`config.mk`:
```
export PLATFORM = sky130hd
export DESIGN_NAME = ocbt_front
export DESIGN_NICKNAME = d
export VERILOG_FILES = /design/src/rtl/ocbt_pkg.sv /design/src/rtl/ocbt_front.sv
export SDC_FILE = /design/constraint.sdc
export NUM_CORES = 1
export LEC_CHECK = 0
export BUFFER_PORTS_ARGS = -buffer_cell sky130_fd_sc_hd__buf_4
export CAP_MARGIN = 30
export CORE_UTILIZATION = 30
export DETAILED_ROUTE_END_ITERATION = 12
export HOLD_SLACK_MARGIN = 0.15
export SYNTH_ARGS = -nofsm -noshare
export SYNTH_HDL_FRONTEND = slang
export SYNTH_SLANG_ARGS = --single-unit
```
`constraint.sdc`:
```
create_clock -name clk -period 5.35 [get_ports clk]
set_clock_uncertainty 0.15 [all_clocks]
set_input_delay 1.07 -clock clk [delete_from_list [all_inputs] [get_ports clk]]
set_output_delay 1.07 -clock clk [all_outputs]
set_load 0.02 [all_outputs]
```
`src/rtl/ocbt_pkg.sv`:
```
// Package for the offense count ban table: command codes, queue entry type
// and result type. No dependencies.
`timescale 1ns / 1ps
package ocbt_pkg;

    localparam logic [1:0] CMD_TRACK   = 2'd0;
    localparam logic [1:0] CMD_CHECK   = 2'd1;
    localparam logic [1:0] CMD_TICK    = 2'd2;
    localparam logic [1:0] CMD_CLEANUP = 2'd3;

    localparam logic [0:0] REG_COUNT_TO_BAN     = 1'b0;
    localparam logic [0:0] REG_SECONDS_TO_UNBAN = 1'b1;

    typedef struct packed {
        logic [1:0]  cmd;
        logic [31:0] source_address;
    } ocbt_cmd_t;

    typedef struct packed {
        logic       banned;
        logic       present;
        logic       dropped_full;
        logic [6:0] entries_in_use;
    } ocbt_result_t;

endpackage

```
`src/rtl/ocbt_front.sv`:
```
// Front end: accepts transactions and holds them in a two-entry queue.
// Depends on ocbt_pkg.
`timescale 1ns / 1ps
module ocbt_front (
    input  logic              clk,
    input  logic              rst_n,
    input  logic              in_valid,
    output logic              in_ready,
    input  ocbt_pkg::ocbt_cmd_t in_cmd,
    output logic              q_valid,
    input  logic              q_ready,
    output ocbt_pkg::ocbt_cmd_t q_cmd
);
    import ocbt_pkg::*;

    ocbt_cmd_t  mem_reg [2];
    logic       wr_ptr_reg, wr_ptr_next;
    logic       rd_ptr_reg, rd_ptr_next;
    logic [1:0] fill_reg, fill_next;
    logic       push, pop;

    assign in_ready = (fill_reg != 2'd2);
    assign q_valid  = (fill_reg != 2'd0);
    assign q_cmd    = mem_reg[rd_ptr_reg];
    assign push     = in_valid && in_ready;
    assign pop      = q_valid && q_ready;

    always_comb
    begin
        wr_ptr_next = push ? ~wr_ptr_reg : wr_ptr_reg;
        rd_ptr_next = pop ? ~rd_ptr_reg : rd_ptr_reg;
        fill_next   = fill_reg + {1'b0, push} - {1'b0, pop};
    end

    always_ff @(posedge clk)
    begin
        if (push)
        begin
            mem_reg[wr_ptr_reg] <= in_cmd;
        end
    end

    always_ff @(posedge clk or negedge rst_n)
    begin
        if (!rst_n)
        begin
            wr_ptr_reg <= 1'b0;
            rd_ptr_reg <= 1'b0;
            fill_reg   <= 2'd0;
        end
        else
        begin
            wr_ptr_reg <= wr_ptr_next;
            rd_ptr_reg <= rd_ptr_next;
            fill_reg   <= fill_next;
        end
    end

    a_fill_bound: assert property (@(posedge clk) disable iff (!rst_n)
        fill_reg <= 2'd2) else $error("queue overfill");
    a_full_stall: assert property (@(posedge clk) disable iff (!rst_n)
        (fill_reg == 2'd2 && !pop) |=> (fill_reg == 2'd2))
        else $error("full queue lost an entry");
    a_empty_hold: assert property (@(posedge clk) disable iff (!rst_n)
        (fill_reg == 2'd0 && !push) |=> !q_valid)
        else $error("entry from empty queue");
endmodule

```
[Word-level counts from Yosys, hierarchy flattened]
Memories as Yosys holds them, arrays and structs flattened.
Cells that the tools add are included.
W data, S select, Z words.
Word-level totals
  flip-flop bits (word level): 4
  latch bits: 0
  RAM bits: 68
  ROM bits: 0
  word-level logic and storage cells: 14
  memories kept: 1
Cells by class
  add/sub/neg operators: 2
  $mul: 0
  div/mod/pow operators: 0
  $lt $le $gt $ge: 0
  equal/unequal tests: 1
  shift-type cells: 0
  multiplexer cells: 2
  bitwise gates (word level): 2
  reductions and logical operators: 3
Memories
  mem_reg: depth 2, bits a word 34, rd ports 1, clocked after memory_dff 0, wr ports 1, line ocbt_front.sv:16  | ocbt_cmd_t mem_reg [2];
Operators by type and width (number)
  $add A2 B1 Y2: 1
  $logic_and A1 B1 Y1: 2
  $mux W1: 2
  $ne A2 B2 Y1 const B: 1
  $not A1 Y1: 2
  $reduce_bool A2 Y1: 1
  $sub A2 B1 Y2: 1

[Logic depth before layout (Yosys ltp)]
  depth after elaboration: 4
  depth in mapped cells: 7
  gate-level depth less buffers: 7

[Least setup slack after synthesis]
OpenSTA, ideal clock, no wires.
  path type: input-to-reg
  start: input port in_valid
  end: memory mem_reg[0][0] (netlist name), enable pin
  setup time: 0.425 ns
  data arrival time: 2.609 ns
  path slack: 2.166 ns
  stages on the path: 2
  cell sequence: nand2_1 > nor2_1
On the way
  cells in the longest elaborated chain, start to end: 3
RTL lines
  from (decl): line ocbt_front.sv:7  | input logic in_valid,
  $logic_and A1 B1 Y1: line ocbt_front.sv:25  | assign push = in_valid && in_ready;
  $mux W1: line ocbt_front.sv:37  | if (push)
  $mux W1 (not written as such): line ocbt_front.sv:39  | mem_reg[wr_ptr_reg] <= in_cmd;
  to (decl): line ocbt_front.sv:16
No other way between the ends.

==> impl_metrics.json <==
{
  "cts_made_buffers": 9,
  "fmax_mhz": 337.2,
  "leakage_nw": 1.454,
  "end_kind": "output pin",
  "avgSynthCellArea_um2": 22.58,
  "grt_antenna_before_repair": 0,
  "power.density_mw_per_mm2": 555.0,
  "cp_max_fo": 22,
  "tritoncts": "built",
  "r2r_start": "fill_reg[1]",
  "viasPerCell": 4.189,
  "holdBufCountCts": 0,
  "power_switching_w": 0.0006371,
  "die_w_um": 98.23,
  "tns_ps": 0,
  "vias": 1332,
  "gp_congestion": 0.7128,
  "diodes": 0,
  "path_class": "flop to output pin",
  "cts-root-buf": "clkbuf_8",
  "grt_start_max_net_pins": 35,
  "track_usage_pct": 9.890,
  "post-route-period-util_pct": 55.43,
  "required_ps": 4130,
  "syn-cell-area_mm2": 0.002778,
  "drc": 8,
  "post_cts_resized": 0,
  "io_buffers": 73,
  "maxSlewViolCount": 0,
  "start_util_pct": 31.39,
  "ant_nets": 0,
  "io_pins": 74,
  "hp-class": "input port to async pin",
  "power.total_w": 0.002033,
  "post-cts-setup-buffers": 0,
  "hold_viol": 0,
  "largest_reg_flops": 68,
  "area_delta_synth_final_pct": 31.85,
  "num_rows": 34,
  "clock_sinks": 72,
  "crit_path_start": "rd_ptr_reg",
  "rsz0062_at_grt": "no",
  "dp.cells": 302,
  "synth_fp_nets": 163,
  "switching_share_pct": 31.34,
  "outcome": "finished with violations",
  "worstPathArrival_ps": 1750,
  "stdcell_count": 318,
  "dieArea_mm2": 0.009648,
  "violations": "design-rule violations",
  "yosysWarnings": 0,
  "yosysSeqAreaShare_pct": 77.12,
  "pwr-share-seq_pct": 41.2,
  "p_int_w": 0.001396,
  "die_height_um": 98.23,
  "syn_inst": 123,
  "finalCoreUtilization_pct": 41.39,
  "mostFrequentLayoutCells": "73 x buf_4, 68 x edfxtp_1, 29 x mux2_4, 9 x clkbuf_8, 5 x mux2_2",
  "h-tree-depth": 3,
  "clock_path_buffers": 2,
  "grt_pass1_vias": 1395,
  "dpl_cell_area_mm2": 0.003473,
  "ys_ff_latch": 72,
  "power_frac_comb_pct": 38.9,
  "drv_cap": 0,
  "grt_pass1_wl_um": 7044,
  "routed_wl_um": 4543,
  "layout_min_cycle_time_ps": 2966,
  "drive_above_1_share_pct": 60.48,
  "layout_commonest_cell": "buf_4",
  "worst_pin_slew_ps": 844.0,
  "clk-insertion-delay-late_ps": 330,
  "setup-violations-final": 0,
  "design_area_mm2": 0.003662,
  "synth_cell_type_count": 15,
  "hpwl_um": 3075,
  "final_net_count": 245,
  "start_kind": "flop",
  "ir_worst_vdd_v": 0.0003083,
  "drt_first_pass_iters": 9,
  "post_drt_wl_per_cell_um": 14.29,
  "drt_iter0_markers": 28,
  "slew_headroom_pct": 43.73,
  "pwr-share-clk_pct": 19.9,
  "grt-ovfl-total": 0,
  "core_area_mm2": 0.008848,
  "cts.clk_slew.worst_paths_ps": 70
}
## metrics by stage
step	setup slack (ps)	hold WS, ps
global placement	2442	351.1
finish	2384	369.8
detailed placement	2706	365.5
global route	2289	354.4
floorplan	2166	310.8
CTS	2335	350.9
## critical path, cell delays in order, from the launching register on
cell,delay [ps]
dfrtp_2,650
buf_12,270
mux2_4,330
buf_4,160
## worst paths after layout
path                                    end  slack, ps  cells past startpoint
worst max-delay path               q_cmd[9]       2380                      3
worst min-delay path            fill_reg[0]        370                      1
worst max register to register  fill_reg[1]       3510                      7
worst min register to register  fill_reg[0]        370                      1
max in group asynchronous        rd_ptr_reg       4570                      1
min in group clk                fill_reg[0]        370                      1
## routing by layer
metal	vias up	GRT usage [%]	part of all wire [%]
li1	643	-	-
met1	633	11.80	43
met2	50	15.55	49
met3	6	3.293	6.5
met4	0	5.970	1.5
met5	-	0	0
## layout make-up
cell class	count	area (um^2)
Clock inverter	5	57.56
Multi-Input combinational cell	46	595.6
Clock buffer	11	131.4
Timing Repair Buffer	75	595.6
Fill cell	799	5186
Inverter	1	3.754
Sequential cell	72	2143
Tap cell	108	135.1
## Yosys cell counts
cell type  count  share of area [%]
edfxtp_1      68                 74
and3_1         1               0.23
xor2_1         1               0.32
ha_1           2               0.90
xnor2_1        3               0.95
buf_6          4                1.6
dfrtp_1        4                3.6
mux2_4        29                 16
and2_4         1               0.32
inv_1          1               0.14
nand2b_1       1               0.23
or2_1          1               0.23
mux2_2         5                2.0
nand2_1        1               0.14
nor2_1         1               0.14
## power groups by stage
stage / Combinational [W] / Sequential [W] / Clock (W)
2_1_floorplan: 0.000557 / 0.000815 / 0
3_3_place_gp: 0.000731 / 0.000894 / 0
3_5_place_dp: 0.000807 / 0.000853 / 0
4_1_cts: 0.000806 / 0.000841 / 0.000420
5_1_grt: 0.000842 / 0.000853 / 0.000437
6_report: 0.000790 / 0.000837 / 0.000405
## cells by family after synthesis
family                     synth area share (%)
and+or+nand+nor                           1.261
xor gates and xnor gates                  1.261
buffers and inverters                     1.757
DFF                                       77.12
muxes                                     17.70
adders and majority gates                0.9008
No activity file was read; power rests on OpenSTA's default activity.
