===== src/rtl/ocbt_pkg.sv =====
// Package for the offense count ban table: command codes, queue entry type
// and result type. No dependencies.
`timescale 1ns / 1ps
package ocbt_pkg;

    localparam logic [1:0] CMD_TRACK   = 2'd0;
    localparam logic [1:0] CMD_CHECK   = 2'd1;
    localparam logic [1:0] CMD_TICK    = 2'd2;
    localparam logic [1:0] CMD_CLEANUP = 2'd3;

    localparam logic [0:0] REG_COUNT_TO_BAN     = 1'b0;
    localparam logic [0:0] REG_SECONDS_TO_UNBAN = 1'b1;

    typedef struct packed {
        logic [1:0]  cmd;
        logic [31:0] source_address;
    } ocbt_cmd_t;

    typedef struct packed {
        logic       banned;
        logic       present;
        logic       dropped_full;
        logic [6:0] entries_in_use;
    } ocbt_result_t;

endpackage


===== src/rtl/ocbt_back.sv =====
// Back end: scans the table one entry a cycle and carries out each command.
// Depends on ocbt_pkg.
`timescale 1ns / 1ps
module ocbt_back #(
    parameter int TABLE_DEPTH = 64
) (
    input  logic                  clk,
    input  logic                  rst_n,
    input  logic                  cfg_we,
    input  logic [0:0]            cfg_idx,
    input  logic [15:0]           cfg_data,
    input  logic                  q_valid,
    output logic                  q_ready,
    input  ocbt_pkg::ocbt_cmd_t   q_cmd,
    output logic                  out_valid,
    input  logic                  out_ready,
    output ocbt_pkg::ocbt_result_t out_res
);
    import ocbt_pkg::*;

    localparam int AW = (TABLE_DEPTH > 1) ? $clog2(TABLE_DEPTH) : 1;
    localparam int CW = $clog2(TABLE_DEPTH + 1);

    typedef enum logic [4:0] {
        ST_IDLE  = 5'b00001,
        ST_READ  = 5'b00010,
        ST_EVAL  = 5'b00100,
        ST_APPLY = 5'b01000,
        ST_DONE  = 5'b10000
    } state_t;

    state_t             state_reg, state_next;
    logic [TABLE_DEPTH-1:0] valid_reg;
    logic [31:0]        addr_mem [TABLE_DEPTH];
    logic [7:0]         count_mem [TABLE_DEPTH];
    logic [31:0]        stamp_mem [TABLE_DEPTH];
    logic [31:0]        rd_addr_reg, rd_stamp_reg;
    logic [7:0]         rd_count_reg;
    logic [AW-1:0]      idx_reg, rd_idx_reg;
    logic [AW:0]        scan_reg;
    logic               found_reg;
    logic [AW-1:0]      hit_reg;
    logic               free_found_reg;
    logic [AW-1:0]      free_reg;
    ocbt_cmd_t          cur_reg;
    logic [31:0]        seconds_reg;
    logic [7:0]         ban_reg;
    logic [15:0]        unban_reg;
    logic [CW-1:0]      used_reg;
    logic [7:0]         hit_count_reg;
    logic [31:0]        hit_stamp_reg;
    logic               out_valid_reg;
    ocbt_result_t       res_reg;
    logic               expired;
    logic               hit_expired;
    logic               wr_en;
    logic [AW-1:0]      wr_idx;
    logic [7:0]         wr_count;
    logic [31:0]        wr_addr;
    logic               wr_addr_en;
    logic [7:0]         bumped;

    assign q_ready     = (state_reg == ST_IDLE) && !out_valid_reg;
    assign out_valid   = out_valid_reg;
    assign out_res     = res_reg;
    assign expired     = (seconds_reg - rd_stamp_reg) > {16'd0, unban_reg};
    assign hit_expired = (seconds_reg - hit_stamp_reg) > {16'd0, unban_reg};
    assign bumped      = (hit_count_reg == 8'hFF) ? 8'hFF : hit_count_reg + 8'd1;

    always_ff @(posedge clk)
    begin
        rd_addr_reg  <= addr_mem[idx_reg];
        rd_count_reg <= count_mem[idx_reg];
        rd_stamp_reg <= stamp_mem[idx_reg];
        rd_idx_reg   <= idx_reg;
        if (wr_en)
        begin
            count_mem[wr_idx] <= wr_count;
            stamp_mem[wr_idx] <= seconds_reg;
        end
        if (wr_addr_en)
        begin
            addr_mem[wr_idx] <= wr_addr;
        end
    end

    always_comb
    begin
        wr_en      = 1'b0;
        wr_addr_en = 1'b0;
        wr_idx     = hit_reg;
        wr_count   = bumped;
        wr_addr    = cur_reg.source_address;
        if (state_reg == ST_APPLY)
        begin
            case (cur_reg.cmd)
                CMD_TRACK:
                begin
                    if (found_reg)
                    begin
                        wr_en = 1'b1;
                    end
                    else if (free_found_reg)
                    begin
                        wr_en      = 1'b1;
                        wr_addr_en = 1'b1;
                        wr_idx     = free_reg;
                        wr_count   = 8'd1;
                    end
                end
                CMD_CHECK:
                begin
                    wr_en = found_reg && (hit_count_reg == ban_reg) && !hit_expired;
                end
                default:
                begin
                    wr_en = 1'b0;
                end
            endcase
        end
    end

    always_comb
    begin
        state_next = state_reg;
        case (state_reg)
            ST_IDLE:  if (q_valid && q_ready) state_next = ST_READ;
            ST_READ:  state_next = ST_EVAL;
            ST_EVAL:
                if (scan_reg == (AW+1)'(TABLE_DEPTH)) state_next = ST_APPLY;
            ST_APPLY: state_next = ST_DONE;
            ST_DONE:  state_next = ST_IDLE;
            default:  state_next = ST_IDLE;
        endcase
    end

    always_ff @(posedge clk or negedge rst_n)
    begin
        if (!rst_n)
        begin
            state_reg     <= ST_IDLE;
            valid_reg     <= '0;
            seconds_reg   <= 32'd0;
            ban_reg       <= 8'd10;
            unban_reg     <= 16'd300;
            used_reg      <= '0;
            out_valid_reg <= 1'b0;
            idx_reg       <= '0;
            scan_reg      <= '0;
            found_reg     <= 1'b0;
            free_found_reg <= 1'b0;
            cur_reg       <= '0;
            hit_reg       <= '0;
            free_reg      <= '0;
            hit_count_reg <= '0;
            hit_stamp_reg <= '0;
            res_reg       <= '0;
        end
        else
        begin
            state_reg <= state_next;
            if (cfg_we)
            begin
                if (cfg_idx == REG_COUNT_TO_BAN) ban_reg <= cfg_data[7:0];
                else unban_reg <= cfg_data;
            end
            if (out_valid_reg && out_ready) out_valid_reg <= 1'b0;
            case (state_reg)
                ST_IDLE:
                begin
                    if (q_valid && q_ready)
                    begin
                        cur_reg        <= q_cmd;
                        idx_reg        <= '0;
                        scan_reg       <= '0;
                        found_reg      <= 1'b0;
                        free_found_reg <= 1'b0;
                    end
                end
                ST_READ:
                begin
                    idx_reg <= idx_reg + AW'(1);
                end
                ST_EVAL:
                begin
                    if (scan_reg < (AW+1)'(TABLE_DEPTH))
                    begin
                        idx_reg  <= idx_reg + AW'(1);
                        scan_reg <= scan_reg + (AW+1)'(1);
                        if (valid_reg[rd_idx_reg])
                        begin
                            if (!found_reg && rd_addr_reg == cur_reg.source_address)
                            begin
                                found_reg     <= 1'b1;
                                hit_reg       <= rd_idx_reg;
                                hit_count_reg <= rd_count_reg;
                                hit_stamp_reg <= rd_stamp_reg;
                            end
                            if (cur_reg.cmd == CMD_CLEANUP && expired)
                            begin
                                valid_reg[rd_idx_reg] <= 1'b0;
                                used_reg <= used_reg - CW'(1);
                            end
                        end
                        else if (!free_found_reg)
                        begin
                            free_found_reg <= 1'b1;
                            free_reg       <= rd_idx_reg;
                        end
                    end
                end
                ST_APPLY:
                begin
                    res_reg.banned <= (cur_reg.cmd == CMD_CHECK) && found_reg
                        && !hit_expired
                        && ((hit_count_reg == ban_reg) ? (bumped >= ban_reg)
                                                       : (hit_count_reg >= ban_reg));
                    res_reg.present <= found_reg
                        && (cur_reg.cmd inside {CMD_TRACK, CMD_CHECK});
                    res_reg.dropped_full <= (cur_reg.cmd == CMD_TRACK)
                        && !found_reg && !free_found_reg;
                    case (cur_reg.cmd)
                        CMD_TRACK:
                        begin
                            if (!found_reg && free_found_reg)
                            begin
                                valid_reg[free_reg] <= 1'b1;
                                used_reg <= used_reg + CW'(1);
                            end
                        end
                        CMD_CHECK:
                        begin
                            if (found_reg && hit_expired)
                            begin
                                valid_reg[hit_reg] <= 1'b0;
                                used_reg <= used_reg - CW'(1);
                            end
                        end
                        CMD_TICK:
                        begin
                            seconds_reg <= seconds_reg + 32'd1;
                        end
                        default:
                        begin
                        end
                    endcase
                end
                ST_DONE:
                begin
                    res_reg.entries_in_use <= 7'(used_reg);
                    out_valid_reg <= 1'b1;
                end
                default:
                begin
                end
            endcase
        end
    end

    a_one_result: assert property (@(posedge clk) disable iff (!rst_n)
        (state_reg == ST_DONE) |=> out_valid)
        else $error("result not raised");
    a_no_take_busy: assert property (@(posedge clk) disable iff (!rst_n)
        (state_reg != ST_IDLE) |-> !q_ready)
        else $error("queue popped while busy");
    a_used_bound: assert property (@(posedge clk) disable iff (!rst_n)
        used_reg <= CW'(TABLE_DEPTH)) else $error("occupancy overflow");
endmodule


===== config.mk =====
export PLATFORM = sky130hd
export DESIGN_NAME = ocbt_back
export DESIGN_NICKNAME = d
export VERILOG_FILES = /design/src/rtl/ocbt_pkg.sv /design/src/rtl/ocbt_back.sv
export SDC_FILE = /design/constraint.sdc
export NUM_CORES = 2
export LEC_CHECK = 0
export BUFFER_PORTS_ARGS = -buffer_cell sky130_fd_sc_hd__buf_2
export CELL_PAD_IN_SITES_DETAIL_PLACEMENT = 1
export CELL_PAD_IN_SITES_GLOBAL_PLACEMENT = 1
export CORE_ASPECT_RATIO = 2
export CORE_MARGIN = 8
export CORE_UTILIZATION = 40
export DETAILED_ROUTE_END_ITERATION = 10
export PLACE_DENSITY = 0.65
export SYNTH_ARGS = -nofsm -noshare
export SYNTH_HDL_FRONTEND = slang
export SYNTH_MEMORY_MAX_BITS = 65536
export SYNTH_SLANG_ARGS = --single-unit
export TNS_END_PERCENT = 30

===== constraint.sdc =====
create_clock -name clk -period 9.55 [get_ports clk]
set_input_delay 0.4775 -clock clk [delete_from_list [all_inputs] [get_ports clk]]
set_output_delay 0.4775 -clock clk [all_outputs]
set_load 0.05 [all_outputs]

; ---- Word level (Yosys, flattened, before mapping)
; Memory sizes are Yosys's and may differ from the RTL's. A register that Yosys moved wholly into a read port is not among the register bits.
; Index checks and enable logic that the tools add are counted.
[word_totals]
mem_bits_rw = 4608
inputBits = 56
reg_bits = 250
output_inout_bits = 12
mem_count = 3
[memory_table]
columns = name, depth, width, read_ports, rd_clocked_by_memory_dff, wr, line_no
row1 = addr_mem, 64, 32, 1, 1, 1, ocbt_back.sv:34  ; logic [31:0] addr_mem [TABLE_DEPTH];
row2 = stamp_mem, 64, 32, 1, 1, 1, ocbt_back.sv:36  ; logic [31:0] stamp_mem [TABLE_DEPTH];
row3 = count_mem, 64, 8, 1, 1, 1, ocbt_back.sv:35  ; logic [7:0] count_mem [TABLE_DEPTH];
[classes]
n_bitwise = 8
mux = 62
add_sub_neg = 8
reduce_logical = 40
magnitude_cmp = 11
eq_ne = 22
[op_table]
columns = cell, count
row1 = $mux W64, 5
row2 = $pmux W64 S2, 2
row3 = $and A64 B64 Y64, 2
row4 = $not A64 Y64, 2
row5 = $gt A32 B16 Y1, 2
row6 = $or A64 B64 Y64, 1
row7 = $sub A32 B32 Y32, 2
row8 = $mux W7, 7
row9 = $pmux W7 S2, 3
row10 = $mux W8, 5
row11 = $mux W6, 6
row12 = $add A32 B1 Y32 const B, 1
row13 = $eq A32 B32 Y1, 1
row14 = $mux W1, 23
row15 = $lt A6 B7 Y1 const B, 3
row16 = $pmux W5 S4, 1
row17 = $demux W1 S6, 3
row18 = $ge A6 B1 Y1 const B, 3
row19 = $logic_and A1 B1 Y1, 18
row20 = $pmux W6 S3, 1
row21 = $ge A8 B8 Y1, 2
row22 = $add A7 B1 Y7 const B, 2
row23 = $ne A2 B2 Y1 const B, 6
row24 = $reduce_and A4 Y1, 3
row25 = 29 further kinds, 47

; ---- Longest topological paths before layout
[logic_depth]
depth_word = 10
depth_mapped = 22

; ---- Worst setup path before layout
; No wires, ideal clock.
[synth_path]
path_kind = register -> register
from = reg seconds_reg[4]
to = mem count_mem[18][0], enable pin
setup_ps = 438
path_buffers = 0
arrival_ps = 6778
stages_incl_launch_ff = 20
slack_ps = 2334
cell_sequence = dfrtp_1 > ha_1 > a21o_1 > a31o_2 > or2_2 > and2_1 > o21ai_0 > nand2b_1 > xor2_1 > ha_1 > a21oi_1 > o21ai_0 > a221oi_1 > nor3_1 > a2111oi_0 > and4bb_2 > nand4_1 > nor4_4 > o2111ai_1 > nor2_1
[synth_via]
elab_chain_len = 8
[synth_lines]
columns = element, line_no
row1 = "start, declared", ocbt_back.sv:46  ; logic [31:0] seconds_reg;
row2 = "start signal, assigned", ocbt_back.sv:241  ; seconds_reg <= seconds_reg + 32'd1;
row3 = $sub A32 B32 Y32, ocbt_back.sv:67  ; assign hit_expired = (seconds_reg - hit_stamp_reg) > {16'd0, unban_reg};
row4 = $gt A32 B16 Y1, ocbt_back.sv:67
row5 = $logic_not A1 Y1, ocbt_back.sv:113  ; wr_en = found_reg && (hit_count_reg == ban_reg) && !hit_expired;
row6 = $logic_and A1 B1 Y1, ocbt_back.sv:113
row7 = $pmux W1 S2, ocbt_back.sv:96  ; case (cur_reg.cmd)
row8 = $mux W1, ocbt_back.sv:94  ; if (state_reg == ST_APPLY)
row9 = $mux W1, ocbt_back.sv:76  ; if (wr_en)
row10 = $mux W1 (implied by the code), ocbt_back.sv:78  ; count_mem[wr_idx] <= wr_count;
row11 = "end, declared", ocbt_back.sv:35
; No other way between the ends.

; ---- Worst setup path after layout
[layout_path]
from = reg seconds_reg[0]
to = mem stamp_mem[30][10], enable pin
[layout_via]
elab_chain_len = 8
[layout_lines]
columns = element, line_no
row1 = $sub A32 B32 Y32, ocbt_back.sv:67
row2 = $gt A32 B16 Y1, ocbt_back.sv:67
row3 = $logic_not A1 Y1, ocbt_back.sv:113
row4 = $logic_and A1 B1 Y1, ocbt_back.sv:113
row5 = $pmux W1 S2, ocbt_back.sv:96
row6 = $mux W1, ocbt_back.sv:94
row7 = $mux W1, ocbt_back.sv:76
row8 = $mux W1 (implied by the code), ocbt_back.sv:79  ; stamp_mem[wr_idx] <= seconds_reg;
row9 = "end, declared", ocbt_back.sv:36
; No other way between the ends.

==> impl_metrics.tcl <==
set metrics [dict create \
    reg_top3 "addr_mem (2048), stamp_mem (2048), count_mem (512)" \
    design.die.area_um2 509000 \
    num_vias 92800 \
    die_x_um 509 \
    cp_cell_sequence "inv_1, ha_1, fa_1, nor2b_1, o2111ai_1, a21oi_1, nor3_1, xnor2_1, ha_1, nand4_1, nor4_1, nor3_1, a2111oi_0, and4bb_2, nand4_1, nor4_4, buf_4, o2111ai_2, buf_4, nor2_4, buf_4" \
    tns_ps 0 \
    criticalPathCategory "flop to flop" \
    hold_slack_ps 133 \
    grt_util_met3 0.0237 \
    gr-usage-met1 0.271 \
    worstSetupEndpointType "flop" \
    hold_buffers 61 \
    syn_to_final_growth_pct 13.1 \
    rsz0062_at_grt "false" \
    dr.pass1.iters 5 \
    place_area_um2 204000 \
    cp.required_ps 10120 \
    peakVddDrop_v 0.000188 \
    clockBufferDepth 4 \
    fin_nets 9446 \
    drt_iter0_drc 9336 \
    cts_resized 0 \
    crit_fanout 40 \
    crit_path_frequent_cell "buf_4" \
    synth_cell_types 95 \
    syn_area_um2 194000 \
    async_reset_ff_frac 0.0495 \
    gp_congestion 0.837 \
    synth_edf_count 4608 \
    htreeDepth 5 \
    use_met2 0.319 \
    routed_wl_mm 497 \
    r2r_cells 21 \
    hpwl_mm 290 \
    busiest_layer "met2" \
    critPathMaxStageDelay_ps 940 \
    synth_top_family_by_area "multiplexers" \
    finalMaxSlewViolations 0 \
    ant_nets 0 \
    antenna_found_initial 39 \
    nFillCells 44100 \
    syn_area_per_cell_um2 21.9 \
    final.setup_skew_ps 61.5 \
    path_clk_slew_ps 60 \
    ios 68 \
    leakage_nw 64.0 \
    max_freq_mhz 136 \
    cts_setup_buffers 0 \
    dp.cells 15100 \
    period_share 0.767 \
    crit_path_start "seconds_reg[0]" \
    layout.cells.non_filler 16000 \
    synth_seq_cells 4930 \
    finalSetupViolCount 0 \
    first_global_vias 97700 \
    final_util 0.453 \
    rows 362 \
    drc_errors 0 \
    final_area_um2 219000 \
    multi_input_area_um2 46900 \
    hold_viol_final 0 \
    slowest_stage "a2111oi_0" \
    regArea_um2 146000 \
    min_path_type "primary input to flop" \
    ys.warnings.count 0 \
    critPathCapture "stamp_mem[30][10]" \
    yosys.area_share.simple 0.0225 \
    synth_nets 9027 \
    grt_overflow 0 \
    grt_pass1_wl_mm 715 \
    fin_crit_ps 7330 \
    synth_top_flop_cell "edfxtp_1" \
    relSlewSlack 0.165 \
    clock_latency_ps 970 \
    synth_compound_area_frac 0.0204 \
    worstPathArrival_ps 7890 \
    muxShareOfSynthArea 0.180 \
    syn_inst 8852 \
    port-buffer-count 67 \
    synthXorXnorAreaFrac 0.00519 \
    drive_gt1_frac 0.296 \
    cts_buffers 441 \
    cts_sinks 4930 \
    status "finished clean" \
    post_drt_wl_per_cell_um 31.0 \
    initial_utilization 0.401 \
    cellPowerDensity_nw_per_um2 227 \
    seq_area_frac_synth 0.752 \
    routed_via_density 5.79 \
    start_kind "flop" \
    worst_slew_pin_slew_ps 1250 \
    reg2reg_slack_ps 2220 \
    max-cap-violations 0 \
    regToRegEndpoint "stamp_mem[30][10]" \
    cts_root_buffer "clkbuf_16" \
    tritoncts "yes" \
    grt_max_degree 154 \
    reg2reg_from "seconds_reg[0]" \
    coreArea_um2 485000 \
    grtUsageTotal 0.191 \
    fp.dieH_mm 1.00 \
    synthAdderAreaFrac 0.00775 \
]
## synth_stat cells (97+ instances only)
library cell / instances / area, um2
o21ai_0: 163 / 816
edfxtp_1: 4608 / 138000
a21oi_1: 97 / 485
inv_1: 124 / 465
o211ai_1: 123 / 923
mux4_2: 1523 / 34300
nand2_1: 401 / 1510
clkbuf_1: 300 / 1130
ha_1: 117 / 1460
dfrtp_1: 237 / 5930
nor2_1: 229 / 860
buf_1: 121 / 454
## metal layers
metal	share of wire	routed length, um	vias to the layer above
li1	-	-	38000
met1	0.42	211000	51200
met2	0.49	246000	2980
met3	0.061	30100	622
met4	0.022	10900	0
met5	0	0	-
## logic make-up after synthesis
kind of cell	count (synthesis)
compound gates	583
flops	4930
buf+inv	571
fa+ha+maj	119
mux	1587
simple gates	947
xor+xnor	115
## layout make-up
class | instances | share of cell area
Clock inverter | 262 | 0.0123
Clock buffer | 548 | 0.0535
Multi-Input combinational cell | 3351 | 0.214
Sequential cell | 4930 | 0.666
Inverter | 124 | 0.00212
Tap cell | 6370 | 0.0363
Antenna cell | 13 | 0.000148
Timing Repair Buffer | 423 | 0.0160
## where the power goes
part	total [W]	switching [W]	internal (W)
clock network	0.0180	0.00792	0.0101
registers	0.0250	0.000181	0.0248
logic	0.00684	0.00409	0.00276
## worst max-delay path, delay by kind of cell (launching register included)
family | cells | cell delay, ps
buffers and inverters | 4 | 1300
AO/OA/AOI/OAI | 4 | 2240
XOR/XNOR | 1 | 160
AND/OR/NAND/NOR | 9 | 1790
adder cells (fa/ha/maj) | 3 | 940
flip-flops | 1 | 390
## layout by cell type, fill, tap and decap left out, drive strengths merged, types with 53 or more instances in the layout
cell | Yosys | final
nor2 | 230 | 230
xor2 | 53 | 53
nand2 | 401 | 401
o211ai | 143 | 143
dfxtp | 78 | 78
a21oi | 98 | 98
clkinv | 0 | 169
dlygate4sd3 | 0 | 61
buf | 146 | 362
clkbuf | 301 | 548
inv | 124 | 142
edfxtp | 4608 | 4608
ha | 117 | 117
o21ai | 168 | 168
xnor2 | 62 | 62
dfrtp | 237 | 237
mux4 | 1523 | 1523
## worst min path at each step
stage / start / end / slack, ps / cells after the start
after CTS: cfg_we / ban_reg[1] / 60 / 4
final: cfg_we / ban_reg[1] / 130 / 4
after global placement: rd_count_reg[2] / hit_count_reg[2] / 440 / 1
after detailed placement: rd_count_reg[1] / hit_count_reg[1] / 450 / 1
after global routing: rst_n / unban_reg[10] / 170 / 2
after floorplan: rst_n / ban_reg[0] / 180 / 0
## through the flow
step	total power [W]	setup slack, ps
after floorplan	0.0301	2330
after global placement	0.0323	2240
after detailed placement	0.0324	2220
after CTS	0.0504	2170
after global routing	0.0514	1830
final	0.0499	2220
No activity file was read; power rests on OpenSTA's default activity.
